File: config.mk
export PLATFORM = sky130hd
export DESIGN_NAME = frame_allocator_clean_lru_unit
export DESIGN_NICKNAME = d
export VERILOG_FILES = /design/src/hdl/fa_clru_pkg.sv /design/src/hdl/fa_clru_ctrl.sv /design/src/hdl/fa_clru_dp.sv /design/src/hdl/frame_allocator_clean_lru_unit.sv
export SDC_FILE = /design/constraint.sdc
export NUM_CORES = 2
export LEC_CHECK = 0
export BUFFER_PORTS_ARGS = -buffer_cell sky130_fd_sc_hd__buf_2
export CORE_MARGIN = 4
export CORE_UTILIZATION = 55
export CTS_BUF_LIST = sky130_fd_sc_hd__clkbuf_16
export DETAILED_ROUTE_END_ITERATION = 10
export PLACE_DENSITY = 0.71
export SYNTH_ARGS = -nofsm -noshare
export SYNTH_HDL_FRONTEND = slang
export SYNTH_SLANG_ARGS = --single-unit
File: constraint.sdc
create_clock -name clk -period 11.4 [get_ports clk]
set_input_delay 2.28 -clock clk [delete_from_list [all_inputs] [get_ports clk]]
set_output_delay 2.28 -clock clk [all_outputs]
set_load 0.005 [all_outputs]
File: src/hdl/fa_clru_pkg.sv
// Shared types and constants for the frame allocator with clean-page LRU replacement.
// Used by the controller, the datapath and the top level; depends on nothing else.
`default_nettype none

package fa_clru_pkg;

	// Fixed field widths of the request and result transfers.
	localparam int FRAME_W  = 6;
	localparam int SEG_W    = 6;
	localparam int STATUS_W = 3;
	localparam int TIME_W   = 32;

	// Default size of the frame pool.
	localparam int NUM_FRAMES_DEF = 64;

	// Result status codes.
	typedef enum logic [STATUS_W-1:0] {
		STAT_FREE     = 3'd0,
		STAT_REPLACED = 3'd1,
		STAT_FULL     = 3'd2,
		STAT_UPDATED  = 3'd3,
		STAT_UNUSED   = 3'd4
	} status_code_t;

	// Request kinds.
	localparam logic KIND_PLACE  = 1'b0;
	localparam logic KIND_UPDATE = 1'b1;

	// Controller states.
	typedef enum logic [2:0] {
		S_IDLE,
		S_DISPATCH,
		S_SCAN,
		S_DRAIN,
		S_VICTIM,
		S_REPLACE
	} state_t;

	// Commands from the controller to the datapath.
	typedef struct packed {
		logic         capture;
		logic         scan_start;
		logic         scan_rd;
		logic         owner_rd;
		logic         fill_free;
		logic         fill_victim;
		logic         mark_dirty;
		logic         emit;
		status_code_t code;
	} fa_cmd_t;

	// Status from the datapath to the controller.
	typedef struct packed {
		logic is_update;
		logic free_avail;
		logic update_ok;
		logic scan_last;
		logic found;
	} fa_stat_t;

endpackage

`default_nettype wire

File: src/hdl/fa_clru_ctrl.sv
// Controller state machine of the frame allocator: sequences dispatch, victim scan and replace.
// Depends on fa_clru_pkg for the state, command and status types.
`default_nettype none

module fa_clru_ctrl (
	input  wire logic                clk,
	input  wire logic                arst_n,
	input  wire logic                start,
	input  wire fa_clru_pkg::fa_stat_t stat,
	output fa_clru_pkg::fa_cmd_t     cmd,
	output logic                     busy
);
	import fa_clru_pkg::*;

	state_t state_q;
	state_t state_nxt;

	// State register.
	always_ff @(posedge clk or negedge arst_n) begin
		if (!arst_n) begin
			state_q <= S_IDLE;
		end else begin
			state_q <= state_nxt;
		end
	end

	assign busy = (state_q != S_IDLE);

	// Next state and command decode.
	always_comb begin
		state_nxt = state_q;
		cmd       = '0;
		cmd.code  = STAT_FREE;
		case (state_q)
			S_IDLE: begin
				if (start) begin
					cmd.capture = 1'b1;
					state_nxt   = S_DISPATCH;
				end
			end
			S_DISPATCH: begin
				if (stat.is_update) begin
					// An update either refreshes a frame in use or reports it unused.
					cmd.mark_dirty = stat.update_ok;
					cmd.emit       = 1'b1;
					cmd.code       = stat.update_ok ? STAT_UPDATED : STAT_UNUSED;
					state_nxt      = S_IDLE;
				end else if (stat.free_avail) begin
					cmd.fill_free = 1'b1;
					cmd.emit      = 1'b1;
					cmd.code      = STAT_FREE;
					state_nxt     = S_IDLE;
				end else begin
					cmd.scan_start = 1'b1;
					state_nxt      = S_SCAN;
				end
			end
			S_SCAN: begin
				// One frame read per cycle from the use-time memory.
				cmd.scan_rd = 1'b1;
				if (stat.scan_last) begin
					state_nxt = S_DRAIN;
				end
			end
			S_DRAIN: begin
				// The last read datum is compared in this cycle.
				state_nxt = S_VICTIM;
			end
			S_VICTIM: begin
				if (stat.found) begin
					cmd.owner_rd = 1'b1;
					state_nxt    = S_REPLACE;
				end else begin
					cmd.emit  = 1'b1;
					cmd.code  = STAT_FULL;
					state_nxt = S_IDLE;
				end
			end
			S_REPLACE: begin
				cmd.fill_victim = 1'b1;
				cmd.emit        = 1'b1;
				cmd.code        = STAT_REPLACED;
				state_nxt       = S_IDLE;
			end
			default: begin
				state_nxt = S_IDLE;
			end
		endcase
	end

endmodule

`default_nettype wire

File: src/hdl/fa_clru_dp.sv
// Datapath of the frame allocator: request and result registers, counters, frame memories
// and the LRU compare. Depends on fa_clru_pkg for widths, codes and the command/status types.
`default_nettype none

module fa_clru_dp #(
	parameter int NUM_FRAMES = fa_clru_pkg::NUM_FRAMES_DEF
) (
	input  wire logic                              clk,
	input  wire logic                              arst_n,
	input  wire fa_clru_pkg::fa_cmd_t              cmd,
	output fa_clru_pkg::fa_stat_t                  stat,
	input  wire logic                              kind,
	input  wire logic [fa_clru_pkg::SEG_W-1:0]     segment,
	input  wire logic [fa_clru_pkg::FRAME_W-1:0]   frame,
	input  wire logic                              place_dirty,
	output logic                                   done,
	output logic [fa_clru_pkg::STATUS_W-1:0]       status,
	output logic [fa_clru_pkg::FRAME_W-1:0]        frame_out,
	output logic                                   evicted_valid,
	output logic [fa_clru_pkg::SEG_W-1:0]          evicted_segment
);
	import fa_clru_pkg::*;

	localparam int AW    = (NUM_FRAMES > 1) ? $clog2(NUM_FRAMES) : 1;
	localparam int NUW   = $clog2(NUM_FRAMES + 1);
	localparam int CMP_W = (NUW > FRAME_W) ? NUW : FRAME_W;
	localparam int META_W = TIME_W + 1;

	// Captured request.
	logic              kind_q;
	logic [SEG_W-1:0]  seg_q;
	logic [FRAME_W-1:0] frame_q;
	logic              dirty_q;
	logic [TIME_W-1:0] now_q;

	// Allocation and event counters.
	logic [NUW-1:0]    next_unused_q;
	logic [TIME_W-1:0] use_clock_q;

	// Victim scan state.
	logic [AW-1:0]     scan_q;
	logic              rd_vld_s1;
	logic [AW-1:0]     rd_addr_s1;
	logic [META_W-1:0] meta_rd_s1;
	logic              found_q;
	logic [AW-1:0]     best_q;
	logic [TIME_W-1:0] best_time_q;
	logic [SEG_W-1:0]  owner_rd_q;

	// Frame memories: {modified, last use time} and owner segment.
	logic [META_W-1:0] meta_mem [NUM_FRAMES];
	logic [SEG_W-1:0]  owner_mem [NUM_FRAMES];

	// Write port controls.
	logic              meta_we;
	logic [AW-1:0]     meta_waddr;
	logic [META_W-1:0] meta_wdata;
	logic              owner_we;
	logic [AW-1:0]     fill_addr;
	logic              cand_better;

	// Result registers.
	logic                done_q;
	logic [STATUS_W-1:0] status_q;
	logic [FRAME_W-1:0]  frame_out_q;
	logic                ev_valid_q;
	logic [SEG_W-1:0]    ev_seg_q;

	// Status toward the controller.
	assign stat.is_update  = (kind_q == KIND_UPDATE);
	assign stat.free_avail = (next_unused_q < NUW'(NUM_FRAMES));
	assign stat.update_ok  = (CMP_W'(frame_q) < CMP_W'(next_unused_q));
	assign stat.scan_last  = (scan_q == AW'(NUM_FRAMES - 1));
	assign stat.found      = found_q;

	// Request capture; payload registers need no reset.
	always_ff @(posedge clk) begin
		if (cmd.capture) begin
			kind_q  <= kind;
			seg_q   <= segment;
			frame_q <= frame;
			dirty_q <= place_dirty;
			now_q   <= use_clock_q;
		end
	end

	// Counters: use clock advances on every transfer, next_unused on a free placement.
	always_ff @(posedge clk or negedge arst_n) begin
		if (!arst_n) begin
			use_clock_q   <= '0;
			next_unused_q <= '0;
		end else begin
			if (cmd.capture) begin
				use_clock_q <= use_clock_q + 1'b1;
			end
			if (cmd.fill_free) begin
				next_unused_q <= next_unused_q + 1'b1;
			end
		end
	end

	// Memory write selection: fills write both memories, updates write only the meta word.
	assign fill_addr = cmd.fill_free ? next_unused_q[AW-1:0] : best_q;
	always_comb begin
		meta_we    = cmd.fill_free | cmd.fill_victim | cmd.mark_dirty;
		owner_we   = cmd.fill_free | cmd.fill_victim;
		meta_waddr = fill_addr;
		meta_wdata = {dirty_q, now_q};
		if (cmd.mark_dirty) begin
			meta_waddr = AW'(frame_q);
			meta_wdata = {1'b1, now_q};
		end
	end

	// Frame memories with registered reads.
	always_ff @(posedge clk) begin
		if (meta_we) begin
			meta_mem[meta_waddr] <= meta_wdata;
		end
		meta_rd_s1 <= meta_mem[scan_q];
	end

	always_ff @(posedge clk) begin
		if (owner_we) begin
			owner_mem[fill_addr] <= seg_q;
		end
		if (cmd.owner_rd) begin
			owner_rd_q <= owner_mem[best_q];
		end
	end

	// A clean frame wins if it is the first found or strictly older than the candidate.
	assign cand_better = !meta_rd_s1[META_W-1] &&
		(!found_q || (meta_rd_s1[TIME_W-1:0] < best_time_q));

	// Scan address, read pipeline and victim tracking.
	always_ff @(posedge clk or negedge arst_n) begin
		if (!arst_n) begin
			scan_q    <= '0;
			rd_vld_s1 <= 1'b0;
			found_q   <= 1'b0;
		end else begin
			rd_vld_s1 <= cmd.scan_rd;
			if (cmd.scan_start) begin
				scan_q  <= '0;
				found_q <= 1'b0;
			end else begin
				if (cmd.scan_rd) begin
					scan_q <= scan_q + 1'b1;
				end
				if (rd_vld_s1 && cand_better) begin
					found_q <= 1'b1;
				end
			end
		end
	end

	always_ff @(posedge clk) begin
		rd_addr_s1 <= scan_q;
		if (rd_vld_s1 && cand_better) begin
			best_q      <= rd_addr_s1;
			best_time_q <= meta_rd_s1[TIME_W-1:0];
		end
	end

	// Result strobe.
	always_ff @(posedge clk or negedge arst_n) begin
		if (!arst_n) begin
			done_q <= 1'b0;
		end else begin
			done_q <= cmd.emit;
		end
	end

	// Result payload, loaded when a result is issued.
	always_ff @(posedge clk) begin
		if (cmd.emit) begin
			status_q <= cmd.code;
			case (cmd.code)
				STAT_FREE: begin
					frame_out_q <= FRAME_W'(next_unused_q);
					ev_valid_q  <= 1'b0;
					ev_seg_q    <= '0;
				end
				STAT_REPLACED: begin
					frame_out_q <= FRAME_W'(best_q);
					ev_valid_q  <= 1'b1;
					ev_seg_q    <= owner_rd_q;
				end
				STAT_UPDATED, STAT_UNUSED: begin
					frame_out_q <= frame_q;
					ev_valid_q  <= 1'b0;
					ev_seg_q    <= '0;
				end
				default: begin
					frame_out_q <= '0;
					ev_valid_q  <= 1'b0;
					ev_seg_q    <= '0;
				end
			endcase
		end
	end

	assign done            = done_q;
	assign status          = status_q;
	assign frame_out       = frame_out_q;
	assign evicted_valid   = ev_valid_q;
	assign evicted_segment = ev_seg_q;

endmodule

`default_nettype wire

File: src/hdl/frame_allocator_clean_lru_unit.sv
// Top level of the page frame allocator with LRU replacement of clean pages.
// Instantiates fa_clru_ctrl and fa_clru_dp; depends on fa_clru_pkg.
//
// Channel    Direction  Handshake                 Payload
// request    in         start, busy               kind, segment, frame, place_dirty
// result     out        done (one-cycle strobe)   status, frame_out, evicted_valid,
//                                                 evicted_segment
//
// A request transfer happens at a rising edge with start high and busy low.
// An update or a placement into a never-used frame keeps busy high for one cycle.
// Busy drops at the same edge at which the result strobe rises.
// A replacement scans the use-time memory one frame per cycle through its single
// read port, then steps through drain, victim and replace; the strobe rises as busy drops.
// Memory full skips the replace state and drops busy from the victim state.
// Reset clears the counters and the controller; the memories need no clearing pass.
// The result strobe lasts one cycle and cannot be held off by the receiver.
`default_nettype none

module frame_allocator_clean_lru_unit #(
	parameter int NUM_FRAMES = fa_clru_pkg::NUM_FRAMES_DEF
) (
	input  wire logic                              clk,
	input  wire logic                              arst_n,
	input  wire logic                              start,
	output logic                                   busy,
	input  wire logic                              kind,
	input  wire logic [fa_clru_pkg::SEG_W-1:0]     segment,
	input  wire logic [fa_clru_pkg::FRAME_W-1:0]   frame,
	input  wire logic                              place_dirty,
	output logic                                   done,
	output logic [fa_clru_pkg::STATUS_W-1:0]       status,
	output logic [fa_clru_pkg::FRAME_W-1:0]        frame_out,
	output logic                                   evicted_valid,
	output logic [fa_clru_pkg::SEG_W-1:0]          evicted_segment
);
	import fa_clru_pkg::*;

	fa_cmd_t  cmd;
	fa_stat_t stat;

	// Controller.
	fa_clru_ctrl u_ctrl (
		.clk    (clk),
		.arst_n (arst_n),
		.start  (start),
		.stat   (stat),
		.cmd    (cmd),
		.busy   (busy)
	);

	// Datapath.
	fa_clru_dp #(
		.NUM_FRAMES (NUM_FRAMES)
	) u_dp (
		.clk             (clk),
		.arst_n          (arst_n),
		.cmd             (cmd),
		.stat            (stat),
		.kind            (kind),
		.segment         (segment),
		.frame           (frame),
		.place_dirty     (place_dirty),
		.done            (done),
		.status          (status),
		.frame_out       (frame_out),
		.evicted_valid   (evicted_valid),
		.evicted_segment (evicted_segment)
	);

	// Every result follows a cycle in which a request was being worked on.
	a_done_after_busy: assert property (@(posedge clk) disable iff (!arst_n)
		done |-> $past(busy))
		else $error("Result strobe without a request in progress.");

	// A transfer always makes the block busy in the next cycle.
	a_busy_after_start: assert property (@(posedge clk) disable iff (!arst_n)
		(start && !busy) |=> busy)
		else $error("Request transfer did not make the block busy.");

	// Memory full is never reported while never-used frames remain.
	a_full_only_without_free: assert property (@(posedge clk) disable iff (!arst_n)
		(done && (status == STAT_FULL)) |-> !stat.free_avail)
		else $error("Memory full reported with unused frames left.");

	// A result flags the evicted segment as valid exactly when it is a replacement.
	a_replace_evicts: assert property (@(posedge clk) disable iff (!arst_n)
		done |-> (evicted_valid == (status == STAT_REPLACED)))
		else $error("Eviction flag does not match the result status.");

endmodule

`default_nettype wire

-- Word-level counts from Yosys, hierarchy flattened
Memory sizes are Yosys's and may differ from the RTL's. A register that Yosys moved wholly into a read port is not among the register bits.
Index checks and enable logic that the tools add are counted.
- flip-flop bits (word level): 157
- RAM bits: 2496
- output and inout port bits: 18
- memories: 2
- memories (memory ; depth ; bits a word ; rd ports ; clocked after memory_dff ; write ports ; line ; source):
    u_dp.meta_mem ; 64 ; 33 ; 1 ; 1 ; 1 ; fa_clru_dp.sv:51 ; logic [META_W-1:0] meta_mem [NUM_FRAMES];
    u_dp.owner_mem ; 64 ; 6 ; 1 ; 1 ; 1 ; fa_clru_dp.sv:52 ; logic [SEG_W-1:0] owner_mem [NUM_FRAMES];
- add/sub/neg operators: 3
- $lt $le $gt $ge: 3
- equality and inequality tests: 11
- multiplexer cells: 38
- bitwise gates (word level): 2
- reductions and logical operators: 12
- operators by type and width (operator ; count):
    $mux W33 ; 1
    $add A32 B1 Y32 const B ; 1
    $lt A32 B32 Y1 ; 1
    $mux W6 ; 4
    $mux W1 ; 21
    $pmux W6 S3 ; 1
    $pmux W3 S5 ; 1
    $mux W3 ; 4
    $mux W4 ; 3
    $pmux W4 S3 ; 1
    $eq A3 B2 Y1 const B ; 3
    $eq A3 B3 Y1 const B ; 3
    $add A7 B1 Y7 const B ; 1
    $lt A6 B7 Y1 ; 1
    $lt A7 B7 Y1 const B ; 1
    $add A6 B1 Y6 const B ; 1
    $eq A3 B1 Y1 const B ; 2
    $eq A6 B6 Y1 const B ; 1
    $logic_not A3 Y1 ; 2
    $mux W2 ; 2
    $ne A2 B2 Y1 const B ; 2
    $reduce_bool A2 Y1 ; 2
    $reduce_bool A3 Y1 ; 1
    $logic_and A1 B1 Y1 ; 2
    5 further kinds ; 7

-- Longest topological paths before layout
- depth after elaboration: 8
- mapped depth: 11
- depth with buffers taken out: 8

-- Modules after synthesis
A second synthesis with hierarchy kept.
- cell total of the unflattened synthesis: 4397
- area total of the unflattened synthesis: 102746.0 µm²
- by module, submodules not included (module ; instances ; cells an instance ; area an instance (µm²)):
    fa_clru_dp ; 1 ; 4362 ; 102443.3
    fa_clru_ctrl ; 1 ; 35 ; 302.8

-- Worst setup path before layout
OpenSTA, ideal clock, no wires.
- path type: input-to-reg
- start: input port start
- end: register u_dp.use_clock_q[24]
- library setup time: 0.123 ns
- arrival time: 5.093 ns
- required time: 11.277 ns
- path slack: 6.184 ns
- stages on the path: 6
- path buffers: 0
- path through: nor4b_4 nand3_2 or4_4 nor2_4 nand3_2 xnor2_1
- longest elaborated chain between the ends: 2
- RTL lines (element ; line ; source):
    start: declaration ; frame_allocator_clean_lru_unit.sv:24 ; input wire logic start,
    $mux W1 ; fa_clru_ctrl.sv:36 ; if (start) begin
    $mux W1 ; fa_clru_ctrl.sv:34 ; case (state_q)
    end signal: assignment ; fa_clru_dp.sv:94 ; use_clock_q <= use_clock_q + 1'b1;
    end: declaration ; fa_clru_dp.sv:38 ; logic [TIME_W-1:0] use_clock_q;
Every way passes these cells.
A chain may end at the register's enable or synchronous reset.

==> summary.txt <==
Floorplan
  • Io pins: 35
  • Core area: 0.186 mm²
  • Die footprint: 0.195 mm²
  • Die Span Y: 441 µm
  • Die width: 441 µm
  • Starting Density: 55.5%
  • Cell Rows: 158

Clock network
  • Hold-fix buffers, CTS: 0
  • Number of buffers created by CTS: 284
  • Post-CTS Resized: 0
  • CTS H-tree depth: 5
  • Setup bufs post-CTS: 0
  • CTS Buffer Depth: 4
  • Clock Latency Late Sink: 0.92 ns
  • Clk sinks: 2,692
  • Root Driver: clkbuf_16
  • CTS tree: built
  • Clock transition at the registers of the reported paths: 0.06 ns

Route
  • Vias: 49,805
  • Antenna viol nets, final: 0
  • Total wire length: 255,000 µm
  • Drt wl/cell: 34.2 µm
  • DR pass1 iterations: 6
  • Residual DRC count: 0
  • DR vias/cell: 6.66
  • Detailed Route Iter0 Violations: 7,807

Timing
  • Slew Limit Fails: 0
  • Worst rel slew slack: 1.51%
  • # setup viols final: 0
  • Worst-margin pin slew: 1.44 ns
  • Fin. Hold Viols: 0
  • Final Cycle Share: 39.0%
  • Max Fclk: 225 MHz
  • Final clock skew: 0.0593 ns
  • Setup TNS: 0 ns
  • Setup ws final: 6.95 ns
  • Minimum clock period: 4.45 ns
  • RSZ-0062 raised after global routing: false
  • WHS: 0.406 ns

Run status
  • Failing checks: capacitance limit
  • Status: finished, violations left

Synth
  • Syn Area/Cell: 22.7 µm²
  • Gate Count Post-Synth: 4,544
  • Synth Net Count: 4,600
  • EDFF count, synth: 2,602
  • Yosys top cell by area: edfxtp_1
  • Top cell type's share of synthesized area: 75.7%
  • Post-synthesis sequential area ratio: 77.7%
  • Cell variety after synth: 80
  • Mapped Area: 0.103 mm²
  • Synth area leaders: edfxtp_1 76%, mux4_2 16%, dfrtp_1 1.2%
  • Ys flop type: edfxtp_1
  • Flops & latches, synth: 2,692
  • Synth warnings: 0
  • Fraction of registers with async set/reset: 1.89%

Global routing
  • Antenna violations before repair: 14
  • All-Layer GR Usage: 26.6%
  • Largest net degree at the start of global routing: 147
  • Vias in the first global route: 49,169
  • First-pass GRT wire length: 364,000 µm
  • Congestion Overflow GR: 0

Layout
  • Layout cell share with drive strength beyond 1: 27.7%
  • Nets: 4,858
  • Fin util: 62.2%
  • Fillers: 12,123
  • Area Growth Syn to Fin: 12.2%

Pwr
  • Leakage dissipation: 36.1 nW
  • P per Cell Area: 174 mW/mm²
  • Worst vdd ir: 0.115 mV
  • Pwr Total: 20.1 mW

Worst setup path
  • R2R setup slack: 6.95 ns
  • Origin of the critical flop-to-flop path: u_dp.scan_q[1]$_DFFE_PN0P_
  • CP Class: register to register
  • CP Launch Type: register
  • Termination of the worst setup path: u_dp.meta_rd_s1[12]$_DFF_P_
  • CP Max Fanout: 146
  • CP Launch Point: u_dp.scan_q[1]$_DFFE_PN0P_
  • Reg2Reg Depth: 6
  • WP data required: 12.26 ns
  • Critical Path AT: 5.31 ns
  • Crit end category: register
  • Worst R2R End: u_dp.meta_rd_s1[12]$_DFF_P_

Min path
  • Hold Path Class: register to register

Place
  • DPL Wire Length: 136,000 µm
  • Routability cong.: 0.855
  • Port-buffer cells: 34
  • Post-place setup slack: 6.91 ns

Run
  • Max Cap Viol: 1
## report_power, final
group / leakage (nW) / internal (mW) / switching [mW] / total [mW]
combinational: 7.20 / 0.109 / 0.372 / 0.480
sequential: 24.5 / 11.0 / 0.0789 / 11.1
clock: 4.40 / 4.95 / 3.62 / 8.57
total: 36.1 / 16.0 / 4.07 / 20.1
## how the worst min path moves through the flow
stage,startpoint,to,slack (ns),depth (start not counted)
final,u_dp.rd_addr_s1[2]$_DFF_P_,u_dp.best_q[2]$_DFFE_PP_,0.41,0
after global routing,u_dp.rd_addr_s1[5]$_DFF_P_,u_dp.best_q[5]$_DFFE_PP_,0.42,0
after CTS,u_dp.rd_addr_s1[4]$_DFF_P_,u_dp.best_q[4]$_DFFE_PP_,0.41,0
after detailed placement,u_dp.rd_addr_s1[3]$_DFF_P_,u_dp.best_q[3]$_DFFE_PP_,0.39,0
after global placement,u_dp.rd_addr_s1[5]$_DFF_P_,u_dp.best_q[5]$_DFFE_PP_,0.39,0
after floorplan,u_dp.scan_q[2]$_DFFE_PN0P_,u_dp.rd_addr_s1[2]$_DFF_P_,0.35,0
## state kept, by name (all words and copies together) (netlist names), 3 cells and up
name / cells
u_ctrl.state_q: 3
u_dp.best_q: 6
u_dp.best_time_q: 32
u_dp.evicted_segment: 6
u_dp.frame_out: 6
u_dp.frame_q: 6
u_dp.meta_mem: 2112
u_dp.meta_rd_s1: 33
u_dp.next_unused_q: 7
u_dp.now_q: 32
u_dp.owner_mem: 384
u_dp.owner_rd_q: 6
u_dp.rd_addr_s1: 6
u_dp.scan_q: 6
u_dp.seg_q: 6
u_dp.status: 3
u_dp.use_clock_q: 32
## cells in the final DEF (no fill, tap or decap), drive strengths merged, types with 51 or more instances in the layout
cell | netlist | routed
edfxtp | 2602 | 2602
clkinv | 2 | 99
inv | 47 | 112
nor2 | 185 | 185
buf | 139 | 193
mux2i | 87 | 87
dfrtp | 51 | 51
mux4 | 714 | 714
nand2 | 103 | 103
clkbuf | 82 | 289
## per-stage QoR
step	std cells	area (µm²)
global placement	6996	107000
detailed placement	6996	107000
floorplan	4544	103000
CTS	7469	116000
finish	7474	116000
global route	7470	116000
## critical path, cell delays in order (launching register included)
cell	delay [ns]
dfrtp_4	0.79
buf_12	0.71
nand3_1	1.08
o22ai_1	0.47
a2111oi_0	0.12
o21ai_1	0.81
o221a_2	0.33
## layout make-up
cell class	instances	area (µm²)	area share (%)
tap	2480	3100	2.68
inverter	49	191	0.165
timing repair buffer	193	1460	1.26
sequential	2692	80200	69.3
clock inverter	184	1260	1.09
clock buffer	289	7230	6.25
multi-input combinational	1582	22300	19.3
antenna	5	12.5	0.0108
## routing by layer
metal / track usage, % / vias up / share of wire [%]
met5: 0 / - / 0.010
met4: 7.98 / 4 / 3.1
met3: 7.18 / 443 / 12
met2: 40.3 / 3228 / 47
met1: 38.6 / 26410 / 37
li1: - / 19720 / -
## logic make-up after synthesis
group / after synthesis / synth area share, %
AO/OA/AOI/OAI: 280 / 1.86
flip-flops: 2692 / 77.7
AND/OR/NAND/NOR: 415 / 1.90
multiplexers: 808 / 16.5
buffers and inverters: 270 / 1.22
XOR/XNOR: 40 / 0.339
adder cells (fa/ha/maj): 39 / 0.473
## synth_stat cells (9+ instances only)
cell and count:
clkbuf_1 82, o22ai_1 48, buf_6 10, nand2b_1 11
nand2_1 102, xor2_1 13, mux4_2 714, a22oi_1 38
o221ai_1 17, o21ai_0 32, nand3_1 20, and2_1 11
buf_4 21, mux2i_1 87, edfxtp_1 2602, a2111oi_0 13
inv_1 45, nor3_1 21, xnor2_1 27, nand4_1 12
a21oi_1 42, nor2_1 182, buf_2 71, and3_1 9
buf_1 37, a31oi_1 13, dfxtp_1 39, o21ai_1 10
ha_1 39, a21o_1 19, dfrtp_1 51
Note: power is estimated with default switching activity, not from simulation.
